`src/hdl/sha1_message_hasher_macros.svh`:
```
// Assertion macros shared by the hasher RTL.
`ifndef SHA1_MESSAGE_HASHER_MACROS_SVH
`define SHA1_MESSAGE_HASHER_MACROS_SVH

// Same-cycle implication, checked outside of reset.
`define SHA1_ASSERT_NOW(lbl, ante, cons, msg) \
   lbl: assert property (@(posedge clock) disable iff (reset) (ante) |-> (cons)) \
      else $error(msg);

// Next-cycle implication, checked outside of reset.
`define SHA1_ASSERT_NEXT(lbl, ante, cons, msg) \
   lbl: assert property (@(posedge clock) disable iff (reset) (ante) |=> (cons)) \
      else $error(msg);

`endif

```
`src/hdl/sha1_pkg.sv`:
```
// Types, constants and round functions of the SHA-1 hasher.
`timescale 1ns / 1ps

package sha1_pkg;

   localparam int WORD_W       = 32;
   localparam int DIGEST_WORDS = 5;
   localparam int BLOCK_WORDS  = 16;
   localparam int ROUNDS       = 80;

   typedef logic [WORD_W-1:0] word_type;
   typedef logic [DIGEST_WORDS-1:0][WORD_W-1:0] hash_type;
   typedef logic [6:0] round_type;

   localparam word_type K0 = 32'h5A827999;
   localparam word_type K1 = 32'h6ED9EBA1;
   localparam word_type K2 = 32'h8F1BBCDC;
   localparam word_type K3 = 32'hCA62C1D6;

   localparam logic [7:0] PAD_BYTE = 8'h80;

   localparam hash_type INIT_HASH = {32'hC3D2E1F0, 32'h10325476, 32'h98BADCFE,
                                     32'hEFCDAB89, 32'h67452301};

   // Boolean function of the round group.
   function automatic word_type round_f(round_type rnd, word_type b, word_type c,
                                        word_type d);
      word_type f;
      case (rnd) inside
         [7'd0:7'd19]:  f = (b & c) | (~b & d);
         [7'd40:7'd59]: f = (b & c) | (b & d) | (c & d);
         default:       f = b ^ c ^ d;
      endcase
      return f;
   endfunction

   // Additive constant of the round group.
   function automatic word_type round_k(round_type rnd);
      word_type k;
      case (rnd) inside
         [7'd0:7'd19]:  k = K0;
         [7'd20:7'd39]: k = K1;
         [7'd40:7'd59]: k = K2;
         default:       k = K3;
      endcase
      return k;
   endfunction

endpackage

```
`src/hdl/sha1_message_hasher.sv`:
```
// SHA-1 message hasher: word intake, padding, iterative compression and digest output.
`timescale 1ns / 1ps
`include "sha1_message_hasher_macros.svh"

// The block hashes a message that arrives one big-endian 32-bit word per transfer, first
// byte in bits 31 to 24. Every word but the last is taken as four full bytes; the word
// flagged by req_final_word carries 0 to 4 valid high-order bytes (values above 4 count
// as 4, and 0 marks an empty tail). A plain word is taken without a stall, except that the
// sixteenth word of each 64-byte block starts a compression: 80 rounds on a single round
// datapath followed by a fold step that folds the working variables into the chaining
// value; no further word is taken until that compression is done. After the final word
// the block appends the 0x80 byte, zero fill and the 64-bit bit length one word per
// cycle outside of compressions, running one or two more of them, and then offers the
// five digest words on the rsp_ channel, word_index 0 (most significant) first, with
// digest_last on the fifth. req_stall is high while a compression runs, and from the
// start of the padding until the fifth digest transfer, after which the chaining value
// is back at the initial constants and the next message may begin.
module sha1_message_hasher (
   input  logic        clock,
   input  logic        reset,
   input  logic        req_valid,
   output logic        req_stall,
   input  logic [31:0] req_data_word,
   input  logic [2:0]  req_bytes_valid,
   input  logic        req_final_word,
   output logic        rsp_valid,
   input  logic        rsp_stall,
   output logic [31:0] rsp_digest_word,
   output logic [2:0]  rsp_word_index,
   output logic        rsp_digest_last
);

   localparam logic [1:0] ST_IDLE  = 2'd0;
   localparam logic [1:0] ST_ROUND = 2'd1;
   localparam logic [1:0] ST_PAD   = 2'd2;
   localparam logic [1:0] ST_OUT   = 2'd3;

   localparam sha1_pkg::round_type LAST_ROUND = 7'(sha1_pkg::ROUNDS - 1);
   localparam sha1_pkg::round_type FOLD_STEP  = 7'(sha1_pkg::ROUNDS);
   localparam logic [3:0] FILL_LAST  = 4'(sha1_pkg::BLOCK_WORDS - 1);
   localparam logic [3:0] FILL_LEN   = 4'(sha1_pkg::BLOCK_WORDS - 2);
   localparam logic [2:0] INDEX_LAST = 3'(sha1_pkg::DIGEST_WORDS - 1);
   localparam sha1_pkg::word_type PAD_FIRST = {sha1_pkg::PAD_BYTE, 24'd0};

   logic [1:0]              state_ff, state_in;
   sha1_pkg::hash_type      chain_ff, chain_in;
   sha1_pkg::hash_type      vars_ff, vars_in;
   sha1_pkg::word_type      sched_ff [sha1_pkg::BLOCK_WORDS];
   logic [3:0]              fill_ff, fill_in;
   logic [63:0]             bits_ff, bits_in;
   sha1_pkg::round_type     round_ff, round_in;
   logic [2:0]              index_ff, index_in;
   logic                    finishing_ff, finishing_in;
   logic                    pad_pend_ff, pad_pend_in;
   logic                    hi_done_ff, hi_done_in;
   logic                    len_done_ff, len_done_in;

   // Shift line control for the message schedule.
   logic                    shift_en;
   sha1_pkg::word_type      shift_word;
   logic                    do_push;
   sha1_pkg::word_type      push_word;

   logic [2:0]              n_sat;
   sha1_pkg::word_type      tail_word;
   sha1_pkg::word_type      sched_next;
   sha1_pkg::word_type      t_sum;
   sha1_pkg::hash_type      vars_step;

   assign req_stall       = (state_ff != ST_IDLE);
   assign rsp_valid       = (state_ff == ST_OUT);
   assign rsp_digest_word = chain_ff[index_ff];
   assign rsp_word_index  = index_ff;
   assign rsp_digest_last = (index_ff == INDEX_LAST);

   // The byte count saturates at four.
   always_comb begin
      case (req_bytes_valid) inside
         [3'd4:3'd7]: n_sat = 3'd4;
         default:     n_sat = req_bytes_valid;
      endcase
   end

   // The last partial word keeps its valid bytes and takes the pad byte right after them.
   always_comb begin
      case (n_sat)
         3'd1:    tail_word = {req_data_word[31:24], sha1_pkg::PAD_BYTE, 16'd0};
         3'd2:    tail_word = {req_data_word[31:16], sha1_pkg::PAD_BYTE, 8'd0};
         3'd3:    tail_word = {req_data_word[31:8], sha1_pkg::PAD_BYTE};
         default: tail_word = PAD_FIRST;
      endcase
   end

   // One SHA-1 round. The schedule word for this round always sits at the head of the
   // shift line, and the word sixteen rounds ahead is formed from fixed taps.
   always_comb begin
      sha1_pkg::word_type x;
      x          = sched_ff[13] ^ sched_ff[8] ^ sched_ff[2] ^ sched_ff[0];
      sched_next = {x[30:0], x[31]};
      t_sum      = {vars_ff[0][26:0], vars_ff[0][31:27]}
                 + sha1_pkg::round_f(round_ff, vars_ff[1], vars_ff[2], vars_ff[3])
                 + vars_ff[4] + sha1_pkg::round_k(round_ff) + sched_ff[0];
      vars_step[0] = t_sum;
      vars_step[1] = vars_ff[0];
      vars_step[2] = {vars_ff[1][1:0], vars_ff[1][31:2]};
      vars_step[3] = vars_ff[2];
      vars_step[4] = vars_ff[3];
   end

   always_comb begin
      state_in     = state_ff;
      chain_in     = chain_ff;
      vars_in      = vars_ff;
      fill_in      = fill_ff;
      bits_in      = bits_ff;
      round_in     = round_ff;
      index_in     = index_ff;
      finishing_in = finishing_ff;
      pad_pend_in  = pad_pend_ff;
      hi_done_in   = hi_done_ff;
      len_done_in  = len_done_ff;
      shift_en     = 1'b0;
      shift_word   = sched_next;
      do_push      = 1'b0;
      push_word    = req_data_word;

      case (state_ff)
         ST_IDLE: begin
            if (req_valid) begin
               do_push = 1'b1;
               if (!req_final_word) begin
                  bits_in = bits_ff + 64'd32;
               end else begin
                  bits_in      = bits_ff + {58'd0, n_sat, 3'b000};
                  finishing_in = 1'b1;
                  hi_done_in   = 1'b0;
                  len_done_in  = 1'b0;
                  state_in     = ST_PAD;
                  if (n_sat == 3'd4) begin
                     pad_pend_in = 1'b1;
                  end else begin
                     pad_pend_in = 1'b0;
                     push_word   = tail_word;
                  end
               end
            end
         end
         ST_PAD: begin
            do_push = 1'b1;
            if (pad_pend_ff) begin
               push_word   = PAD_FIRST;
               pad_pend_in = 1'b0;
            end else if (hi_done_ff) begin
               push_word   = bits_ff[31:0];
               len_done_in = 1'b1;
            end else if (fill_ff == FILL_LEN) begin
               push_word  = bits_ff[63:32];
               hi_done_in = 1'b1;
            end else begin
               push_word = '0;
            end
         end
         ST_ROUND: begin
            if (round_ff == FOLD_STEP) begin
               round_in = '0;
               for (int k = 0; k < sha1_pkg::DIGEST_WORDS; k++) begin
                  chain_in[k] = chain_ff[k] + vars_ff[k];
               end
               if (!finishing_ff) begin
                  state_in = ST_IDLE;
               end else if (len_done_ff) begin
                  state_in = ST_OUT;
               end else begin
                  state_in = ST_PAD;
               end
            end else begin
               shift_en = 1'b1;
               vars_in  = vars_step;
               round_in = round_ff + 7'd1;
            end
         end
         ST_OUT: begin
            if (!rsp_stall) begin
               if (index_ff == INDEX_LAST) begin
                  index_in     = '0;
                  chain_in     = sha1_pkg::INIT_HASH;
                  fill_in      = '0;
                  bits_in      = '0;
                  finishing_in = 1'b0;
                  len_done_in  = 1'b0;
                  hi_done_in   = 1'b0;
                  state_in     = ST_IDLE;
               end else begin
                  index_in = index_ff + 3'd1;
               end
            end
         end
         default: begin
            state_in = ST_IDLE;
         end
      endcase

      // A pushed word enters the shift line; the sixteenth one starts a compression.
      if (do_push) begin
         shift_en   = 1'b1;
         shift_word = push_word;
         fill_in    = fill_ff + 4'd1;
         if (fill_ff == FILL_LAST) begin
            vars_in  = chain_ff;
            round_in = '0;
            state_in = ST_ROUND;
         end
      end
   end

   always_ff @(posedge clock) begin
      if (reset) begin
         state_ff     <= ST_IDLE;
         chain_ff     <= sha1_pkg::INIT_HASH;
         vars_ff      <= '0;
         fill_ff      <= '0;
         bits_ff      <= '0;
         round_ff     <= '0;
         index_ff     <= '0;
         finishing_ff <= 1'b0;
         pad_pend_ff  <= 1'b0;
         hi_done_ff   <= 1'b0;
         len_done_ff  <= 1'b0;
      end else begin
         state_ff     <= state_in;
         chain_ff     <= chain_in;
         vars_ff      <= vars_in;
         fill_ff      <= fill_in;
         bits_ff      <= bits_in;
         round_ff     <= round_in;
         index_ff     <= index_in;
         finishing_ff <= finishing_in;
         pad_pend_ff  <= pad_pend_in;
         hi_done_ff   <= hi_done_in;
         len_done_ff  <= len_done_in;
      end
   end

   // Message schedule shift line; the head is the word of the current round.
   always_ff @(posedge clock) begin
      if (shift_en) begin
         for (int i = 0; i < sha1_pkg::BLOCK_WORDS - 1; i++) begin
            sched_ff[i] <= sched_ff[i+1];
         end
         sched_ff[sha1_pkg::BLOCK_WORDS-1] <= shift_word;
      end
   end

   `SHA1_ASSERT_NOW(a_round_range, (state_ff == ST_ROUND), (round_ff <= FOLD_STEP), "round counter past fold step")
   `SHA1_ASSERT_NOW(a_out_quiet, (state_ff == ST_OUT), (round_ff == '0 && fill_ff == '0 && len_done_ff), "digest offered before padding completed")
   `SHA1_ASSERT_NEXT(a_block_start, (state_ff == ST_ROUND && round_ff == LAST_ROUND), (fill_ff == '0 && round_ff == FOLD_STEP), "compression not aligned to block")
   `SHA1_ASSERT_NEXT(a_msg_restart, (rsp_valid && !rsp_stall && rsp_digest_last), (state_ff == ST_IDLE && bits_ff == '0 && chain_ff == sha1_pkg::INIT_HASH), "hasher not restored after digest")

endmodule
```
`config.mk`:
```
export PLATFORM = sky130hd
export DESIGN_NAME = sha1_message_hasher
export DESIGN_NICKNAME = d
export VERILOG_FILES = /design/src/hdl/sha1_pkg.sv /design/src/hdl/sha1_message_hasher.sv
export VERILOG_INCLUDE_DIRS = /design/src /design/src/hdl
export SDC_FILE = /design/constraint.sdc
export NUM_CORES = 2
export LEC_CHECK = 0
export BUFFER_PORTS_ARGS = -buffer_cell sky130_fd_sc_hd__buf_4
export CAP_MARGIN = 15
export CORE_MARGIN = 2
export CORE_UTILIZATION = 45
export DETAILED_ROUTE_END_ITERATION = 16
export GPL_TIMING_DRIVEN = 0
export PLACE_DENSITY = 0.67
export SETUP_SLACK_MARGIN = 0.05
export SLEW_MARGIN = 5
export SYNTH_ARGS = -nofsm -noshare
export SYNTH_HDL_FRONTEND = slang
export SYNTH_SLANG_ARGS = --single-unit
```
`constraint.sdc`:
```
create_clock -name clock -period 16.2 [get_ports clock]
set_input_delay 1.62 -clock clock [delete_from_list [all_inputs] [get_ports clock]]
set_output_delay 1.62 -clock clock [all_outputs]
set_load 0.02 [all_outputs]
```
Word level (Yosys, flattened, before mapping)
Memories as Yosys holds them, arrays and structs flattened.
Cells that the tools add are included.
{"block": "word_totals", "regBits": 404, "ram_bits": 512, "input_bits": 40, "output_inout_bits": 38, "wordCells": 170, "n_memories": 1}
{"memory": "sched_ff", "depth": 16, "width": 32, "read_ports": 16, "rd_clocked_by_memory_dff": 0, "wr": 16, "line": "sha1_message_hasher.sv:48", "rtl": "sha1_pkg::word_type sched_ff [sha1_pkg::BLOCK_WORDS];"}
{"block": "classes", "n_addsub": 14, "magnitude_cmp": 9, "eq_ne": 19, "muxes": 74, "bitwise": 14, "n_reduce_logical": 20}
{"cell": "$mux 160", "count": 7}
{"cell": "$mux 32", "count": 12}
{"cell": "$pmux 160 s2", "count": 1}
{"cell": "$add 32x32->32", "count": 9}
{"cell": "$mux 64", "count": 4}
{"cell": "$xor 32x32->32", "count": 5}
{"cell": "$and 32x32->32", "count": 4}
{"cell": "$pmux 64 s2", "count": 1}
{"cell": "$bmux 32 s3", "count": 1}
{"cell": "$or 32x32->32", "count": 3}
{"cell": "$pmux 32 s3", "count": 1}
{"cell": "$add 64x6->64", "count": 1}
{"cell": "$add 64x6->64 const B", "count": 1}
{"cell": "$pmux 32 s2", "count": 1}
{"cell": "$not 32->32", "count": 1}
{"cell": "$mux 31", "count": 1}
{"cell": "$mux 7", "count": 4}
{"cell": "$mux 1", "count": 21}
{"cell": "$mux 2", "count": 8}
{"cell": "$mux 4", "count": 4}
{"cell": "$le 7x6->1 const B", "count": 2}
{"cell": "$ne 2x2->1 const B", "count": 6}
{"cell": "$reduce_bool 2->1", "count": 6}
{"cell": "$eq 4x4->1 const B", "count": 2}
{"cell": "other kinds (31)", "count": 44}

Depth between registers and ports, before layout
{"block": "logic_depth", "depth_word": 13, "mapped_depth": 27, "depth_no_buf": 27}

Worst setup path before layout
OpenSTA, ideal clock, no wires.
{"block": "synth_path", "path_kind": "input -> register", "from": "input req_valid", "to": "memory sched_ff[0][0] (netlist name), enable pin", "setup_time_ns": 3.635, "arrival_time_ns": 10.835, "required_ns": 12.565, "setup_slack_ns": 1.729, "stages": 4, "path_buffers": 2, "cell_sequence": "a21oi_1 > clkbuf_1 > buf_1 > nand2_1"}
{"element": "from (decl)", "line": "sha1_message_hasher.sv:21", "rtl": "input logic req_valid,"}
{"element": "to (decl)", "line": "sha1_message_hasher.sv:48"}

Final worst setup path
{"block": "layout_path", "from": "register round_ff[0]", "to": "register vars_ff[24] (netlist name)"}
{"block": "layout_between", "elab_chain_cells": 12, "elab_cells_between_ends": 23, "classes_between": "add/sub (4); order compare (6); eq/ne (1); mux (9); reduce/logical (3)"}
{"element": "from (decl)", "line": "sha1_message_hasher.sv:51", "rtl": "sha1_pkg::round_type round_ff, round_in;"}
{"element": "from (signal assigned)", "line": "sha1_message_hasher.sv:235", "rtl": "round_ff <= round_in;"}
{"element": "$ge 7x6->1 (not written as such) / $le 7x6->1 (equally long branches)", "line": "sha1_message_hasher.sv:101, sha1_message_hasher.sv:102"}
{"element": "$logic_and 1x1->1 (not written as such)", "line": "sha1_message_hasher.sv:101, sha1_message_hasher.sv:102"}
{"element": "$mux 32 (2 in series)", "line": "sha1_pkg.sv:29", "rtl": "case (rnd) inside"}
{"element": "$add 32x32->32", "line": "sha1_message_hasher.sv:101", "rtl": "+ sha1_pkg::round_f(round_ff, vars_ff[1], vars_ff[2], vars_ff[3])"}
{"element": "$add 32x32->32 (3 in series)", "line": "sha1_message_hasher.sv:102", "rtl": "+ vars_ff[4] + sha1_pkg::round_k(round_ff) + sched_ff[0];"}
{"element": "$mux 160 (*)", "line": "sha1_message_hasher.sv:164", "rtl": "if (round_ff == FOLD_STEP) begin"}
{"element": "$mux 160 (*)", "line": "sha1_message_hasher.sv:127", "rtl": "case (state_ff)"}
{"element": "$mux 160", "line": "sha1_message_hasher.sv:208", "rtl": "if (fill_ff == FILL_LAST) begin"}
{"element": "$mux 160 (*)", "line": "sha1_message_hasher.sv:204", "rtl": "if (do_push) begin"}
{"element": "to (signal assigned)", "line": "sha1_message_hasher.sv:232", "rtl": "vars_ff <= vars_in;"}
{"element": "to (decl)", "line": "sha1_message_hasher.sv:47", "rtl": "sha1_pkg::hash_type vars_ff, vars_in;"}
Every way passes the cells marked *; elsewhere a longest branch is shown, timed or not.
A chain may end at the register's enable or synchronous reset.

==> impl_metrics.ini <==
[global_route]
grt_use_total_pct = 26.0
grt_pass1_vias = 33500
antenna_found_initial = 3
grt_overflow_total = 0
grt_max_degree = 73
grt_pass1_wl_um = 209000

[route]
firstDrtPassIters = 6
route.detailed.drc = 0
drt_wl_total_um = 141000
drtIter0Drc = 3630
wire_per_inst_um = 23.0
viasPerCell = 5.75
drtAntennaViolNets = 0
dr_total_vias = 35300

[final_layout]
drive_above_1_share_pct = 6.85
fin_cells = 6141
diodes = 0
area_growth_pct = 12.2
fill_cells = 9324
nets = 5058

[worst_setup_path]
crit_buf_inv = 5
crit_path_top_delay_cell = a211oi_2
worst-path-max-fanout = 11
start_kind = flop
endpoint_kind = flop
timing.rr.end = vars_ff[24]
worst_r2r_path_depth = 26
criticalPathCategory = flop to flop
cp.arrival_ns = 9.33
max_stage_delay_ns = 1.08
crit_family = compound AO/OA/AOI/OAI gates
reg2reg_slack_ns = 7.46
cp-startpoint = round_ff[0]
crit_top_cell = inv_1
r2r-start = round_ff[0]
required_ns = 16.79

[place]
io_buffers = 76
dpl.hpwl_um = 109000
dp.cells = 5970
place.gp.congestion = 0.977

[synthesis]
synth_cell_type_count = 95
ys_ff_latch = 913
synth_cells = 4503
yosysWarningCount = 0
synthArstFlopShare_pct = 0
synth_area_um2 = 47100
syn_nets = 4875
synth.avg_cell_area_um2 = 10.5
synth-edff-count = 512
synth-seq-area-share_pct = 49.7
ys.flop_type = edfxtp_1

[run]
cap_violations = 0

[clock_tree]
cts.repair.resized = 0
cts_root_buf = clkbuf_16
cts-hold-fix-buffers = 0
tritoncts = built
clk_path_buf_depth = 3
clkLatencyLatePin_ns = 0.69
clock_sinks = 913
cts_setup_buffers = 0
htreeDepth = 3
cts_buffers = 94
path_clk_slew_ns = 0.06

[sta]
clock.fmax_mhz = 114
rsz0062_at_grt = false
slew_headroom_pct = 11.4
setup_violations = 0
maxSlewViolCount = 0
min_period_over_period_pct = 53.9
min_period_ns = 8.74
finalHoldViolCount = 0
finalClockSkew_ns = 0.0505
tightest_slew_ns = 1.33

[floorplan]
core_area_um2 = 104000
io_pins = 78
fp.dieW_um = 327
die_h_um = 327
dieArea_um2 = 107000
core.rowCount = 118
start_util_pct = 45.4

[power]
power_mw = 5.39
p_leak_nw = 20.3
peakVddDrop_v = 0.0000921
powerDensity_nw_per_um2 = 102

[hold_path]
hold_end = sched_ff[0][95]
holdPathStages = 0
hold_class = flop to flop
hold_start = sched_ff[0][127]

[run_status]
status = completed
kinds of logic after synthesis:
logic type | synth area share (%)
AOI/OAI and AO/OA | 14.8
xor gates and xnor gates | 5.77
adders and majority gates | 10.8
buffers and inverters | 4.53
DFF | 49.7
muxes | 2.20
and+or+nand+nor | 12.1
Yosys cell counts (all sizes together) (23+ instances only):
cell,n,area (um2)
mux2i,29,290
inv,360,1350
a221o,33,332
a211oi,37,303
a311oi,151,1320
nand3,64,330
nand4,23,144
nor2,443,1690
a21o,89,673
a21oi,272,1370
a22oi,47,358
o21ai,173,873
xnor2,154,1350
edfxtp,512,15400
xor2,156,1370
mux4,32,721
nand2,536,2010
o22ai,49,307
nand2b,28,175
clkbuf,182,683
ha,206,2580
fa,126,2520
nor3,58,313
dfxtp,401,8030
and3,33,206
where the power goes:
group	internal (mW)	switching, mW
Clock	1.28	0.941
Combinational	0.137	0.243
Sequential	2.71	0.0821
Total	4.13	1.27
metrics by stage:
stage               setup WS (ns)  area, um2  utilization (%)  hold slack (ns)  TNS [ns]
floorplan                    1.73      47100                -            0.400         0
global placement            -3.49      49400             47.6            0.401  -1752.19
detailed placement           7.65      49600             47.9            0.405         0
CTS                          7.60      52800             50.9            0.411         0
global route                 7.13      52800             50.9            0.414         0
finish                       7.46      52800             50.9            0.412         0
how the worst max path moves through the flow:
| stage | endpoint | slack (ns) | cells past startpoint |
|---|---|---|---|
| after floorplan | sched_ff[0][0] | 1.73 | 4 |
| after global placement | sched_ff[0][233] | -3.49 | 9 |
| after detailed placement | vars_ff[24] | 7.65 | 26 |
| after CTS | vars_ff[24] | 7.60 | 26 |
| after global routing | vars_ff[30] | 7.13 | 25 |
| final | vars_ff[24] | 7.46 | 26 |
layer usage:
metal  track usage [%]  vias to the layer above  routed length [um]
met5                 0                        -                  12
met2              39.0                     1511               60400
met4              12.3                        2                7280
met3              5.03                      286               12900
met1              36.1                    17100               60500
li1                  -                    16400                   -
cells in the final DEF (no fill, tap or decap), types with 94 or more instances in the layout:
master	instances
a21oi_1	271
a311oi_1	151
clkbuf_1	203
clkbuf_16	94
dfxtp_1	401
edfxtp_1	512
fa_1	126
ha_1	206
inv_1	358
nand2_1	534
nor2_1	440
o21ai_0	162
xnor2_1	154
xor2_1	156
registers in the layout, summed over array words and instances, names as in the netlist:
name	count
bits_ff	61
hi_done_ff	1
sched_ff	512
pad_pend_ff	1
vars_ff	160
len_done_ff	1
chain_ff	160
rsp_word_index	3
round_ff	7
fill_ff	4
state_ff	2
finishing_ff	1
cell type report:
cell class              count  area [um2]  area share (%)
plain buffers             204         781            1.48
clock buffers             125        2570            4.87
clock inverters            46         611            1.16
inverters                 360        1350            2.56
multi-input cells        3026       21500            40.8
flip-flops and latches    913       23400            44.3
well taps                1380        1730            3.27
repair buffers             87         821            1.55
Note: power is estimated with default switching activity, not from simulation.
